===== config.mk =====
export PLATFORM = sky130hd
export DESIGN_NAME = gas_mixture_blend_normalize_top
export DESIGN_NICKNAME = d
export VERILOG_FILES = /design/src/rtl/core/gmbn_pkg.sv /design/src/rtl/core/gas_mixture_blend_normalize_top.sv
export SDC_FILE = /design/constraint.sdc
export NUM_CORES = 2
export LEC_CHECK = 0
export ABC_AREA = 1
export BUFFER_PORTS_ARGS = -buffer_cell sky130_fd_sc_hd__buf_4
export CAP_MARGIN = 10
export CORE_MARGIN = 2
export CORE_UTILIZATION = 46
export DETAILED_ROUTE_END_ITERATION = 8
export HOLD_SLACK_MARGIN = 0.03
export PLACE_DENSITY_LB_ADDON = 0.1
export SLEW_MARGIN = 20
export SYNTH_ARGS = -nofsm -noshare
export SYNTH_HDL_FRONTEND = slang
export SYNTH_SLANG_ARGS = --single-unit

===== constraint.sdc =====
create_clock -name clk -period 9.3 [get_ports clk]
set_input_delay 0.465 -clock clk [delete_from_list [all_inputs] [get_ports clk]]
set_output_delay 0.465 -clock clk [all_outputs]
set_load 0.02 [all_outputs]

===== src/rtl/core/gmbn_pkg.sv =====
// ----------------------------------------------------------------------------
// gmbn_pkg
// Shared types and constants of the gas mixture blend and normalize block.
// ----------------------------------------------------------------------------
package gmbn_pkg;

  localparam int NUM_GASES_DEF = 16;

  localparam logic [2:0] CMD_CLEAR = 3'd0;
  localparam logic [2:0] CMD_WRITE = 3'd1;
  localparam logic [2:0] CMD_PURE  = 3'd2;
  localparam logic [2:0] CMD_MIX   = 3'd3;
  localparam logic [2:0] CMD_NORM  = 3'd4;
  localparam logic [2:0] CMD_READ  = 3'd5;

  localparam logic [17:0] FRAC_MAX   = 18'h3FFFF;
  localparam logic [16:0] ONE_Q16    = 17'h10000;
  localparam logic [23:0] MASS_RESET = 24'd256;

  // Quotient bits of the shared divider; every quotient is at most one in Q1.16.
  localparam int QW    = 17;
  localparam int DEN_W = 25;
  localparam int NUM_W = DEN_W + 16;

  typedef struct packed {
    logic [2:0]         cmd;
    logic [3:0]         comp_index;
    logic signed [23:0] inflow_amount;
    logic [16:0]        comp_fraction;
    logic               comp_present;
    logic               only_existing;
  } in_t;

  typedef struct packed {
    logic [17:0] fraction_sum;
    logic        read_present;
    logic [17:0] read_fraction;
    logic        saturated;
  } out_t;

endpackage


===== src/rtl/core/gas_mixture_blend_normalize_top.sv =====
// ----------------------------------------------------------------------------
// gas_mixture_blend_normalize_top
// Mole fraction store with blend, normalize, clear, write and read commands.
// ----------------------------------------------------------------------------
// Usage: one command beat enters on in_data when in_valid and in_ready are
// both high; every command returns exactly one result beat on out_data.
// The mass register mix_mass is loaded by cfg_we/cfg_data; the user must
// load it only while idle, as the block does not enforce this. Fractions
// sit in a small synchronous memory with a registered read; each entry
// has a valid bit, so an entry never written reads as zero.
// Command steps: add mixture element runs the ksi division on the shared
// 17-step restoring divider, then one read, two multiply steps and a
// write back. Add pure component does the same division, then the same
// per-entry pass applied to every component. Normalize first sums the
// present entries, then divides each present component on the shared
// divider and skips absent ones; a sum of zero or exactly one ends it.
// One command is in flight at a time; the next is taken once the previous
// result sits in the output register, even if the receiver stalls it.
// Reset empties the store at once through the valid and presence flags and
// sets mix_mass to 256.
// ----------------------------------------------------------------------------
module gas_mixture_blend_normalize_top
  import gmbn_pkg::*;
#(
  parameter int NUM_GASES = NUM_GASES_DEF
) (
  input  logic        clk,
  input  logic        rst,
  input  logic        in_valid,
  output logic        in_ready,
  input  in_t         in_data,
  output logic        out_valid,
  input  logic        out_ready,
  output out_t        out_data,
  input  logic        cfg_we,
  input  logic [23:0] cfg_data
);

  localparam int IW    = (NUM_GASES > 1) ? $clog2(NUM_GASES) : 1;
  localparam int SUM_W = 18 + IW;

  typedef enum logic [3:0] {
    S_IDLE, S_DIV, S_RD, S_MUL1, S_MUL2, S_WR,
    S_SRD, S_SACC, S_NRD, S_NST, S_RDR, S_DONE
  } state_t;

  state_t state;

  logic [23:0]          mix_mass;
  logic [2:0]           cmd;
  logic [IW-1:0]        idx;
  logic [16:0]          frac;
  logic                 inc;
  logic                 only;
  logic [IW-1:0]        cnt;
  logic [NUM_GASES-1:0] pres;
  logic [NUM_GASES-1:0] vld;

  logic [17:0]          frac_mem [NUM_GASES];
  logic [17:0]          rdata;
  logic                 rvld;

  logic [16:0]          ksi;
  logic [35:0]          acc;
  logic [16:0]          f1;
  logic                 wen;
  logic                 setp;
  logic [SUM_W-1:0]     sum;

  logic [DEN_W-1:0]     drem;
  logic [DEN_W-1:0]     dden;
  logic [16:0]          dnlo;
  logic [QW-1:0]        dq;
  logic [4:0]           dcnt;

  logic [17:0]          res_sum;
  logic                 res_rp;
  logic [17:0]          res_rf;
  logic                 sat;

  logic                 accept;
  logic                 in_ok;
  logic [IW-1:0]        maddr;
  logic [17:0]          cur_c;
  logic                 last;
  logic                 hit;
  logic [23:0]          dmag;
  logic [DEN_W-1:0]     denom;
  logic [NUM_W-1:0]     knum;
  logic [NUM_W-1:0]     nnum;
  logic [DEN_W:0]       dpart;
  logic                 dge;
  logic [DEN_W-1:0]     drem_next;
  logic [QW-1:0]        dq_next;
  logic [16:0]          ksi1;
  logic [36:0]          rnd;
  logic                 clip_sat;
  logic [17:0]          clip_val;
  logic                 mem_we;
  logic [17:0]          mem_wdata;

  assign in_ready = (state == S_IDLE);
  assign accept   = in_valid && in_ready;
  assign in_ok    = 32'(in_data.comp_index) < NUM_GASES;
  assign maddr    = (state == S_IDLE) ? IW'(in_data.comp_index) : cnt;
  assign cur_c    = rvld ? rdata : 18'd0;
  assign last     = (cnt == IW'(NUM_GASES - 1));
  assign hit      = (cnt == idx);
  assign ksi1     = ONE_Q16 - ksi;

  // Magnitude of the signed inflow, and the ksi dividend rounded half up.
  assign dmag  = in_data.inflow_amount[23] ? 24'(-in_data.inflow_amount)
                                           : in_data.inflow_amount;
  assign denom = DEN_W'(mix_mass) + DEN_W'(dmag);
  assign knum  = {1'b0, mix_mass, 16'd0} + NUM_W'(denom >> 1);
  assign nnum  = NUM_W'({cur_c, 16'd0}) + NUM_W'(sum >> 1);

  // One restoring step of the shared divider.
  assign dpart     = {drem, dnlo[16]};
  assign dge       = dpart >= {1'b0, dden};
  assign drem_next = dge ? DEN_W'(dpart - {1'b0, dden}) : dpart[DEN_W-1:0];
  assign dq_next   = {dq[QW-2:0], dge};

  assign rnd      = 37'(acc) + 37'd32768;
  assign clip_sat = rnd[36:16] > 21'(FRAC_MAX);
  assign clip_val = clip_sat ? FRAC_MAX : rnd[33:16];

  always_comb begin
    mem_we    = 1'b0;
    mem_wdata = clip_val;
    unique case (state)
      S_IDLE: begin
        mem_we    = accept && (in_data.cmd == CMD_WRITE) && in_ok;
        mem_wdata = 18'(in_data.comp_fraction);
      end
      S_WR: mem_we = wen;
      S_DIV: begin
        mem_we    = (dcnt == 5'(QW - 1)) && (cmd == CMD_NORM);
        mem_wdata = 18'(dq_next);
      end
      default: mem_we = 1'b0;
    endcase
  end

  always_ff @(posedge clk) begin
    if (mem_we) begin
      frac_mem[maddr] <= mem_wdata;
    end
    rdata <= frac_mem[maddr];
  end

  always_ff @(posedge clk) begin
    if (rst) begin
      state     <= S_IDLE;
      mix_mass  <= MASS_RESET;
      pres      <= '0;
      vld       <= '0;
      rvld      <= 1'b0;
      out_valid <= 1'b0;
    end else begin
      if (cfg_we) begin
        mix_mass <= cfg_data;
      end
      rvld <= vld[maddr];
      if (out_valid && out_ready && (state != S_DONE)) begin
        out_valid <= 1'b0;
      end
      if (mem_we) begin
        vld[maddr] <= 1'b1;
      end
      unique case (state)
        S_IDLE: begin
          if (accept) begin
            cmd     <= in_data.cmd;
            idx     <= IW'(in_data.comp_index);
            frac    <= in_data.comp_fraction;
            inc     <= in_data.comp_present;
            only    <= in_data.only_existing;
            res_sum <= '0;
            res_rp  <= 1'b0;
            res_rf  <= '0;
            sat     <= 1'b0;
            sum     <= '0;
            case (in_data.cmd)
              CMD_CLEAR: begin
                pres  <= '0;
                vld   <= '0;
                state <= S_DONE;
              end
              CMD_WRITE: begin
                if (in_ok) begin
                  pres[IW'(in_data.comp_index)] <= in_data.comp_present;
                end
                state <= S_DONE;
              end
              CMD_PURE, CMD_MIX: begin
                cnt <= (in_data.cmd == CMD_PURE) ? '0 : IW'(in_data.comp_index);
                if (in_ok) begin
                  if (denom == '0) begin
                    ksi   <= ONE_Q16;
                    state <= S_RD;
                  end else begin
                    drem  <= DEN_W'(knum[NUM_W-1:17]);
                    dnlo  <= knum[16:0];
                    dden  <= denom;
                    dq    <= '0;
                    dcnt  <= '0;
                    state <= S_DIV;
                  end
                end else begin
                  state <= S_DONE;
                end
              end
              CMD_NORM: begin
                cnt   <= '0;
                state <= S_SRD;
              end
              CMD_READ: begin
                cnt   <= IW'(in_data.comp_index);
                state <= in_ok ? S_RDR : S_DONE;
              end
              default: state <= S_DONE;
            endcase
          end
        end
        S_DIV: begin
          drem <= drem_next;
          dnlo <= {dnlo[15:0], 1'b0};
          dq   <= dq_next;
          dcnt <= dcnt + 5'd1;
          if (dcnt == 5'(QW - 1)) begin
            if (cmd == CMD_NORM) begin
              if (last) begin
                state <= S_DONE;
              end else begin
                cnt   <= cnt + IW'(1);
                state <= S_NRD;
              end
            end else begin
              ksi   <= dq_next;
              state <= S_RD;
            end
          end
        end
        S_RD: state <= S_MUL1;
        S_MUL1: begin
          if (cmd == CMD_PURE) begin
            acc  <= 36'(cur_c) * 36'(pres[cnt] ? ksi : ONE_Q16);
            f1   <= hit ? ONE_Q16 : 17'd0;
            wen  <= pres[cnt] || hit;
            setp <= hit;
          end else begin
            acc  <= 36'(cur_c) * 36'(pres[cnt] ? ksi : ONE_Q16);
            f1   <= (only ? pres[cnt] : inc) ? frac : 17'd0;
            wen  <= only ? pres[cnt] : (pres[cnt] || inc);
            setp <= !only && inc;
          end
          state <= S_MUL2;
        end
        S_MUL2: begin
          acc   <= acc + 36'(ksi1) * 36'(f1);
          state <= S_WR;
        end
        S_WR: begin
          if (wen) begin
            sat <= sat | clip_sat;
            if (setp) begin
              pres[cnt] <= 1'b1;
            end
          end
          if ((cmd == CMD_PURE) && !last) begin
            cnt   <= cnt + IW'(1);
            state <= S_RD;
          end else begin
            state <= S_DONE;
          end
        end
        S_SRD: state <= S_SACC;
        S_SACC: begin
          if (pres[cnt]) begin
            sum <= sum + SUM_W'(cur_c);
          end
          if (last) begin
            cnt   <= '0;
            state <= S_NRD;
          end else begin
            cnt   <= cnt + IW'(1);
            state <= S_SRD;
          end
        end
        S_NRD: begin
          if (32'(sum) > 32'(FRAC_MAX)) begin
            res_sum <= FRAC_MAX;
            sat     <= 1'b1;
          end else begin
            res_sum <= 18'(sum);
          end
          if ((sum == '0) || (sum == SUM_W'(ONE_Q16))) begin
            state <= S_DONE;
          end else begin
            state <= S_NST;
          end
        end
        S_NST: begin
          if (pres[cnt]) begin
            drem  <= DEN_W'(nnum[NUM_W-1:17]);
            dnlo  <= nnum[16:0];
            dden  <= DEN_W'(sum);
            dq    <= '0;
            dcnt  <= '0;
            state <= S_DIV;
          end else if (last) begin
            state <= S_DONE;
          end else begin
            cnt   <= cnt + IW'(1);
            state <= S_NRD;
          end
        end
        S_RDR: begin
          res_rp <= pres[cnt];
          res_rf <= cur_c;
          state  <= S_DONE;
        end
        S_DONE: begin
          if (!out_valid || out_ready) begin
            out_data.fraction_sum  <= res_sum;
            out_data.read_present  <= res_rp;
            out_data.read_fraction <= res_rf;
            out_data.saturated     <= sat;
            out_valid              <= 1'b1;
            state                  <= S_IDLE;
          end
        end
        default: state <= S_IDLE;
      endcase
    end
  end

  // A component can only be present after its entry has been written.
  a_pres_has_data: assert property (@(posedge clk) disable iff (rst)
    (pres & ~vld) == '0)
    else $error("present component without stored fraction");

  // Clear empties the store in the cycle after the command beat.
  a_clear_empties: assert property (@(posedge clk) disable iff (rst)
    accept && (in_data.cmd == CMD_CLEAR) |=> (pres == '0) && (vld == '0))
    else $error("clear left entries behind");

  // The divider never runs on a zero divisor.
  a_div_nonzero: assert property (@(posedge clk) disable iff (rst)
    (state == S_DIV) |-> (dden != '0))
    else $error("division by zero");

  // Quotients are weights or normalized fractions, never above one.
  a_quot_range: assert property (@(posedge clk) disable iff (rst)
    (state == S_DIV) && (dcnt == 5'(QW - 1)) |-> (dq_next <= ONE_Q16))
    else $error("quotient above one");

endmodule

* After elaboration in Yosys (flattened, before gate mapping) *
Memory sizes are Yosys's and may differ from the RTL's. A register that Yosys moved wholly into a read port is not among the register bits.
Index checks and enable logic that the tools add are counted.

storage, ports and cells
  word-level logic and storage cells = 250
  register bits after elaboration = 350
  memories = 1
  bits in writable memories = 288
  input port bits = 79

memories
  memory    words  bits a word  rd ports  clocked after memory_dff  write ports  RTL line                               RTL
  frac_mem  16     18           1         1                         1            gas_mixture_blend_normalize_top.sv:59  logic [17:0] frac_mem [NUM_GASES];

operators by class
  bitwise operators = 4
  $add $sub $neg = 11
  reductions and logical operators = 46
  order comparisons = 9
  eq/ne operators = 40
  multipliers = 2
  muxes and demuxes = 106

operators with widths
  kind                    number
  $mux 25                 9
  $mux 17                 13
  $mux 16                 11
  $pmux 18 s2             3
  $pmux 25 s3             1
  $mux 18                 4
  $pmux 36 s2             1
  $mux 4                  16
  $pmux 16 s2             2
  $pmux 17 s3             1
  $pmux 25 s2             1
  $pmux 16 s3             1
  $pmux 4 s12             1
  $mux 22                 2
  $pmux 22 s2             1
  $add 40x24->41          1
  $add 36x16->37 const B  1
  $add 36x34->36          1
  $add 34x21->35          1
  $mul 18x17->35          1
  $mul 17x17->34          1
  $pmux 17 s2             1
  $or 16x16->16           2
  $ge 26x25->1            1
  58 further kinds        141

* Logic depth before layout (Yosys ltp) *
  word-level depth = 11
  mapped depth = 38
  gate-level depth less buffers = 38

* Worst setup path before layout *
No wires, ideal clock.

  path kind = reg2reg
  start point = register ksi[0]
  end point = register acc[28] (data pin)
  data arrival time = 6.797 ns
  setup time = 0.258 ns
  required time = 9.042 ns
  cell stages (with the launch flop) = 37
  slack = 2.245 ns
  path buffers = 2
  period minus slack after synthesis = 7.055 ns
  cell sequence = edfxtp_1 > buf_2 > inv_1 > ha_1 > nand4_1 > nor2_1 > nand2_1 > nor2_1 > nand2_1 > inv_1 > nand3_1 > o21ai_0 > nand2_1 > inv_1 > buf_2 > nand2_1 > fa_1 > fa_1 > fa_1 > inv_1 > fa_1 > fa_1 > inv_1 > fa_1 > inv_1 > ha_1 > a21oi_1 > o21a_1 > a21boi_0 > inv_1 > nand2_1 > nand2_1 > nand2_1 > o21ai_1 > or2_2 > nand3_1 > nand2_1

on the way
  longest elaborated chain between the ends = 4
  elaborated cells between the ends (all ways) = 6
  those cells by class = add/sub (2); mul (2); mux (2)

ends and longest elaborated chain
  what                    RTL line                                RTL
  from (decl)             gas_mixture_blend_normalize_top.sv:63   logic [16:0] ksi;
  from (signal assigned)  gas_mixture_blend_normalize_top.sv:240  ksi <= dq_next;
  $sub 17x17->17          gas_mixture_blend_normalize_top.sv:109  assign ksi1 = ONE_Q16 - ksi;
  $mul 17x17->34          gas_mixture_blend_normalize_top.sv:261  acc <= acc + 36'(ksi1) * 36'(f1);
  $add 36x34->36          gas_mixture_blend_normalize_top.sv:261
  $pmux 36 s2 (*)         gas_mixture_blend_normalize_top.sv:171  unique case (state)
  to (signal assigned)    gas_mixture_blend_normalize_top.sv:248  acc <= 36'(cur_c) * 36'(pres[cnt] ? ksi : ONE_Q16);
  to (signal assigned)    gas_mixture_blend_normalize_top.sv:253  acc <= 36'(cur_c) * 36'(pres[cnt] ? ksi : ONE_Q16);
  to (signal assigned)    gas_mixture_blend_normalize_top.sv:261
  to (decl)               gas_mixture_blend_normalize_top.sv:64   logic [35:0] acc;

Mark *: on every way between the ends. The rest lies on a longest branch, timed or not.
A chain may end at the register's enable or synchronous reset.

* Final worst setup path *
  start point = register cnt[0]
  end point = register acc[33] (data pin)

on the way
  longest elaborated chain between the ends = 5

ends and longest elaborated chain
  what                          RTL line                                                                        RTL
  from (decl)                   gas_mixture_blend_normalize_top.sv:55                                           logic [IW-1:0] cnt;
  from (signal assigned)        gas_mixture_blend_normalize_top.sv:197                                          cnt <= (in_data.cmd == CMD_PURE) ? '0 : IW'(in_data.comp_index);
  from (signal assigned)        gas_mixture_blend_normalize_top.sv:219                                          cnt <= IW'(in_data.comp_index);
  from (signal assigned)        gas_mixture_blend_normalize_top.sv:236                                          cnt <= cnt + IW'(1);
  $bmux 1 s4                    gas_mixture_blend_normalize_top.sv:248, gas_mixture_blend_normalize_top.sv:253
  $mux 1 (implied by the code)  gas_mixture_blend_normalize_top.sv:248, gas_mixture_blend_normalize_top.sv:253
  $mux 17                       gas_mixture_blend_normalize_top.sv:248, gas_mixture_blend_normalize_top.sv:253
  $mul 18x17->35                gas_mixture_blend_normalize_top.sv:248, gas_mixture_blend_normalize_top.sv:253
  $pmux 36 s2                   gas_mixture_blend_normalize_top.sv:171

No other way between the ends. The select of a mux whose other input is x is not followed.

==> results.cfg <==
[logic_synthesis]
yosysWarningCount = 0
synth.distinct_cells = 63
syn_inst = 5892
synth-seq-cells = 656
yosysSeqAreaShare = 0.360
avgSynthCellArea_sq_um = 8.92
synth_commonest_cells = inv_1, nand2_1, nor2_1, edfxtp_1, fa_1
syn_area_sq_mm = 0.0526
ys_async_sr_fraction = 0
syn-num-nets = 6782
synth_edf_count = 576
yosysMostFrequentCell = inv_1
synth_top_area_share = 0.329
synth.area.top_cells = edfxtp_1, fa_1, inv_1
ys.flop_type = edfxtp_1
netlist.top_cell.by_area = edfxtp_1

[clock_tree]
max-clock-path-buffers = 3
cts_sinks = 656
path_clk_slew_ns = 0.06
clkLatencyLatePin_ns = 0.69
cts_tree = built
cts_buffers = 78
root_buffer = clkbuf_16
cts.htree.levels = 3

[placed_design]
hpwl_mm = 123
globalplace.congestion = 0.954
preCtsSetupSlack_ns = 0.632
port_buffers = 118

[sta]
max_freq_mhz = 115
fin_crit_sh = 0.933
drv_slew = 0
worst_slew_pin_slew_ns = 1.05
min_period_ns = 8.68
slew_headroom = 0.293
rsz0062_at_grt = true
worst_slack_ns = 0.620
skew_ns = 0.0490
finalSetupViolCount = 0
hold_viol = 0

[cells_and_area]
drive_gt1_frac = 0.0658
fin_nets = 6917
area_delta_synth_final_pct = 10.8

[floorplanning]
num_rows = 124
initial_utilization = 0.462
die_h_um = 342
fp.dieW_um = 342
coreArea_sq_mm = 0.114
pin_count = 119
die-area_sq_mm = 0.117

[worst_hold_path]
min_path_type = in2reg

[setup_path]
worstSetupPathType = reg2reg
crit_top_cell = inv_1
required_ns = 9.73
max_stage_delay_ns = 0.66
critPathCaptureType = flip-flop
cp-start-kind = flip-flop
crit_fanout = 15
cpMaxStageDelayCell = edfxtp_1
critPathArrivalTime_ns = 9.11

[routing]
drt_iter0_drc = 3459
ant_nets = 0
firstDrtPassIters = 6
vias_per_cell = 5.41
num_vias = 41200
routed_wl_mm = 161
drc = 0
post_drt_wl_per_cell_um = 21.2

[run_status]
status = complete, no violations

[power_and_ir_drop]
ir_worst_vdd_v = 0.000623
power.density_mw_per_mm2 = 337
finalPower_mw = 19.6
power.leakage_nw = 26.5

[job]
maxCapViolCount = 0

[grt]
antenna_found_initial = 4
overflow = 0
grt_usage = 0.278
grt_pass1_vias = 41400
grt_pass1_wl_mm = 247
grt_start_max_net_pins = 62
[path summary, 6_finish.rpt]
kind / startpoint / endpoint / slack [ns] / cells past startpoint
setup / recovery: cnt[0] / acc[33] / 0.62 / 31
setup reg to reg: cnt[0] / acc[33] / 0.62 / 31
hold / removal: cfg_data[8] / mix_mass[8] / 0.05 / 3
hold reg to reg: res_rf[1] / out_data[2] / 0.41 / 0
[cells in the final DEF, fill, tap and decap left out, types with 32 or more instances in the layout]
cell type	instances
nor2_1	626
clkbuf_16	80
nand4_1	34
buf_4	202
a22oi_1	153
clkinv_1	32
dfxtp_1	80
inv_1	1175
xor2_1	51
nand2_1	1022
edfxtp_1	576
nand3_1	135
a21oi_1	343
o21ai_0	291
ha_1	309
nor3_1	43
fa_1	502
[cell families (layout without fill, tap and decap cells)]
logic type / count (synthesis) / count (layout) / synth area share
flops: 656 / 656 / 0.360
fa+ha+maj: 811 / 811 / 0.265
simple gates: 2001 / 2001 / 0.155
buf+inv: 1384 / 1582 / 0.101
xor+xnor: 80 / 80 / 0.0133
mux: 1 / 1 / 0.000190
compound gates: 959 / 959 / 0.106
other cells: 0 / 2 / 0
[layer usage]
layer | global-route usage | routed length [um] | vias to the layer above
li1 | - | - | 19200
met4 | 0.0886 | 5060 | 0
met2 | 0.456 | 76200 | 1364
met5 | 0 | 0 | -
met3 | 0.0347 | 10200 | 263
met1 | 0.384 | 70000 | 20300
[worst max-delay path: cells and delay by family (launching register included)]
family	cells	cell delay (ns)
adder cells (fa/ha/maj)	7	3.27
buffers and inverters	8	1.56
AO/OA/AOI/OAI	8	1.51
AND/OR/NAND/NOR	8	1.43
flip-flops	1	0.66
[state kept, by name, summed over array words and instances (netlist names), 17 cells and up]
register  count
rdata        18
out_data     38
acc          36
dden         25
f1           17
ksi          17
res_rf       18
res_sum      18
frac         17
dnlo         17
frac_mem    288
mix_mass     24
drem         25
sum          22
[power breakdown]
part | internal, mW | switching, mW | total [mW]
logic | 3.89 | 8.24 | 12.1
registers | 4.16 | 0.272 | 4.43
clock network | 1.73 | 1.33 | 3.06
[stage by stage]
step	TNS (ns)	hold WS, ns	instances	cell area [sq um]	util
after detailed placement	0	0.405	7428	55400	0.486
after global placement	0	0.401	7428	55300	0.486
after floorplan	0	0.400	5892	52600	-
after CTS	0	0.0303	7602	58200	0.511
final	0	0.0510	7604	58300	0.512
after global routing	-0.0477	0.0461	7602	58300	0.512
[timing repair]
| action | 4_1_cts | 5_1_grt |
|---|---|---|
| buffers inserted | 0 | 0 |
| hold buffers | 31 | 0 |
| endpoints found under the hold margin | 31 | 0 |
| setup endpoints to repair | 0 | 4 |
| gates resized for setup | 0 | 9 |
[area by class of cell]
class / count / area [sq um]
tap: 1512 / 1890
timing repair buffer: 233 / 1830
sequential: 656 / 18900
multi-input combinational: 3852 / 28500
clock inverter: 42 / 429
antenna: 2 / 5.00
clock buffer: 101 / 2130
fill: 10900 / 55600
inverter: 1206 / 4530
(Power assumes the default switching activity.)
